==> src/rtl/mstp_ram.sv <==
// ----------------------------------------------------------------------------
// mstp_ram
// Generic single write, single read RAM with registered read data.
// ----------------------------------------------------------------------------
`timescale 1ns / 1ps

module mstp_ram #(
  parameter int WIDTH = 8,
  parameter int DEPTH = 16
) (
  input  logic                     clk,
  input  logic                     we,
  input  logic [$clog2(DEPTH)-1:0] waddr,
  input  logic [WIDTH-1:0]         wdata,
  input  logic [$clog2(DEPTH)-1:0] raddr,
  output logic [WIDTH-1:0]         rdata
);

  logic [WIDTH-1:0] mem [DEPTH];

  always_ff @(posedge clk) begin
    if (we) begin
      mem[waddr] <= wdata;
    end
    rdata <= mem[raddr];
  end

endmodule

==> config.mk <==
export PLATFORM = sky130hd
export DESIGN_NAME = mstp_ram
export DESIGN_NICKNAME = d
export VERILOG_FILES = /design/src/rtl/mstp_ram.sv
export SDC_FILE = /design/constraint.sdc
export NUM_CORES = 1
export LEC_CHECK = 0
export BUFFER_PORTS_ARGS = -buffer_cell sky130_fd_sc_hd__buf_4
export CAP_MARGIN = 20
export CELL_PAD_IN_SITES_DETAIL_PLACEMENT = 1
export CELL_PAD_IN_SITES_GLOBAL_PLACEMENT = 1
export CORE_ASPECT_RATIO = 1.75
export CORE_MARGIN = 2
export CORE_UTILIZATION = 53
export DETAILED_ROUTE_END_ITERATION = 8
export PLACE_DENSITY = 0.74
export SKIP_CTS_REPAIR_TIMING = 1
export SKIP_LAST_GASP = 1
export SLEW_MARGIN = 20
export SYNTH_ARGS = -nofsm -noshare
export SYNTH_HDL_FRONTEND = slang
export SYNTH_SLANG_ARGS = --single-unit
==> constraint.sdc <==
create_clock -name clk -period 2.28 [get_ports clk]
set_clock_uncertainty 0.15 [all_clocks]
set_input_delay 0.114 -clock clk [delete_from_list [all_inputs] [get_ports clk]]
set_output_delay 0.114 -clock clk [all_outputs]
set_load 0.02 [all_outputs]
* After elaboration in Yosys (flattened, before gate mapping) *
Memories as Yosys holds them, arrays and structs flattened. A register that Yosys moved wholly into a read port is not among the register bits.
Cells that the tools add are included.

word-level totals
  word-level logic and storage cells = 3
  output and inout bits = 8
  flip-flop bits (word level) = 0
  bits in read-only memories = 0
  input port bits = 18
  RAM bits = 128
  bits in latches = 0
  memories = 1

memories
  memory  depth  bits a word  rd ports  clocked after Yosys merged registers in  wr ports  RTL line  RTL
  mem     16     8            1         1                                        1         19        logic [WIDTH-1:0] mem [DEPTH];

operators by class
  divide/modulo/power cells = 0
  eq/ne operators = 0
  shift-type cells = 0
  reductions and logical operators = 0
  bitwise operators = 0
  multiply operators = 0
  add/subtract/negate cells = 0
  order comparisons = 0
  multiplexer cells = 2

operators by type and width
  kind    count
  $mux 1  2

* Longest topological paths before layout *
  depth in word-level cells = 2
  mapped depth = 5
  mapped depth without buffers = 3

* Worst setup path before layout *
No wires, ideal clock.

  path type = in2reg
  start point = input waddr[2]
  end point = memory mem[0][0], enable pin
  path buffers = 0
  library setup time = 383 ps
  stages = 2
  setup slack = 523 ps
  arrival = 1224 ps
  required time = 1747 ps
  cells stage by stage = or3b_2 -> nor3_1

RTL lines
  item             RTL line  RTL
  start, declared  13        input logic [$clog2(DEPTH)-1:0] waddr,
  end, declared    19

No word-level cell before the write port.

==> impl_results.md <==
- Most numerous cell in the Yosys netlist: edfxtp_1
- Post-route setup TNS: 0 ns
- Full die area: 0.01055 sq mm
- Lkg Pwr: 0.002166 uW
- Number of global-route vias before repair: 2715
- Post-Syn Instances: 229
- Final worst-path cycle share: 69.12%
- First-pass GRT wire length: 16400 um
- Final Wtd Congestion: 0.7594
- Gr ovfl total: 0
- Syn avg cell area: 22.48 sq um
- CTS tree: done
- P&R area growth vs syn: 22.12%
- Post-synthesis sequential area ratio: 77.78%
- WP data required: 2.42 ns
- R2R setup slack: 0.70 ns
- Clock edge transition at the registers on the reported setup and hold paths: 0.05 ns
- Post-synth EDFFs: 128
- Total routed wirelength: 10890 um
- Crit-path max FO: 1
- Tightest Pin Transition: 0.7531 ns
- PortBufs: 25
- Synth area leaders: edfxtp_1 (75%), mux4_2 (7.9%), mux4_1 (7.1%)
- CTS Buffer Depth: 2
- Final Net Count: 307
- Hold crit path type: primary input to flip-flop
- Inst Count DP: 384
- Antenna-violating nets left: 0
- Cell Area, Synth: 0.005147 sq mm
- Max Freq: 634.5 MHz
- Clk Tree Root Cell: clkbuf_16
- Starting Density: 54.37%
- Largest area contributor in the netlist: edfxtp_1
- #FFs+latches synth: 136
- Warnings from Yosys: 0
- Final Critical Period: 1.576 ns
- VDD IR max: 920.0 uV
- Max-capacitance violation count: 0
- Total core area: 0.009468 sq mm
- H-tree levels: 4
- DRC: 0
- Pwr/cell area: 976.9 mW/mm^2
- CTS Buf Count: 17
- Row count: 47
- RSZ-0062 raised after global routing: no
- # diodes: 0
- Initial antenna violation count: 0
- Clock Sinks: 136
- Worst hold slack: 0.08211 ns
- Post-synth cell types: 19
- Die span in y: 134.4 um
- Share of Yosys cell area claimed by the top area cell type: 74.67%
- IO Pins: 26
- DRT iter0 DRCs: 165
- Clk_lat worst skew: 0.41 ns
- CP Class: flip-flop to flip-flop
- Dpl hpwl: 6672 um
- Non-filler cells, final: 424
- Slew Limit Fails: 0
- Dominant synthesized flop cell: edfxtp_1
- Slew Limit Headroom: 49.61%
- Number of hold violations in the final report: 0
- Largest net degree at the start of global routing: 33
- Synth top cells by count: edfxtp_1 (128), mux4_2 (18), a22oi_1 (16)
- Ys async rst share: 0%
- Layout cells sized above 1: 30.46%
- Gr usage total: 22.94%
- Vias per Instance: 5.962
- # setup viols final: 0
- Worst setup SP type: flip-flop
- Outcome: completed
- Initial DRT Pass Iterations: 5
- DIE WIDTH: 78.50 um
- CP arrival: 1.71 ns
- Mapped Nets: 247
- Endpoint class of the critical path: flip-flop
- Vias: 2528
- Wire length per cell: 25.69 um
==> power breakdown <==
| part | internal (uW) | leakage [uW] | switching [uW] |
|---|---|---|---|
| logic | 136 | 0.000625 | 168 |
| clock network | 2040 | 0.000318 | 982 |
| registers | 2800 | 0.00122 | 18.5 |
| total | 4970 | 0.00217 | 1170 |
==> cells by family after synthesis <==
| logic type | Yosys count | share of synthesized area [%] |
|---|---|---|
| flops | 136 | 77.78 |
| compound gates | 16 | 2.334 |
| mux | 32 | 15.02 |
| buf+inv | 10 | 1.677 |
| simple gates | 35 | 3.184 |
==> registers in the layout, indices dropped and copies added, names as in the netlist <==
signal	count
mem	128
rdata	8
==> cells in the final DEF, fill, tap and decap left out <==
cell	synthesis	routed
bufinv_16	0	6
nor2_1	13	13
nand3b_1	2	2
inv_6	0	1
mux4_2	18	18
nand2b_1	2	2
clkinv_1	0	1
nand2_1	9	9
buf_12	0	1
and2_1	1	1
nand3_1	1	1
clkbuf_16	0	17
clkinv_2	0	4
clkbuf_1	0	1
nor3_1	4	4
dlygate4sd3_1	0	8
or3b_2	1	1
nor2b_1	1	1
and2b_1	1	1
dfxtp_1	8	8
buf_4	1	42
a22oi_1	16	16
mux4_1	14	14
edfxtp_1	128	128
clkinvlp_4	0	2
==> layout make-up <==
type	instances	area, sq um
clock buffers	18	429.2
multi-input cells	83	1057
fillers	737	3182
flip-flops and latches	136	4004
repair buffers	51	415.4
clock inverters	14	227.7
well taps	122	152.6
==> worst paths after layout <==
kind	from	endpoint	cells past startpoint
setup / recovery	mem[2][2]	rdata[2]	3
hold / removal	waddr[2]	mem[2][1]	3
setup reg to reg	mem[2][2]	rdata[2]	3
hold reg to reg	mem[12][4]	rdata[4]	3
==> critical path: stages, from the launching register on <==
cell,delay (ns)
edfxtp_1,0.40
mux4_1,0.53
a22oi_1,0.28
nand2_1,0.10
==> metal layers <==
metal | global-route usage (%) | part of all wire, % | up-vias
met1 | 28.05 | 38 | 1322
met3 | 6.393 | 4.0 | 16
li1 | - | - | 1093
met5 | 0 | 0 | -
met2 | 39.03 | 56 | 97
met4 | 8.480 | 2.0 | 0
==> per-stage QoR <==
step                cell area [sq um]  util, %  setup slack (ns)  power, uW
floorplan                        5147        -            0.5231       3022
global placement                 5549    58.61            0.5740       3147
detailed placement               5549    58.61            0.5251       3161
CTS                              6206    65.55            0.7038       6182
global route                     6286    66.39            0.6392       6311
finish                           6286    66.39            0.7040       6141
Power figures use the tool's default switching activity.
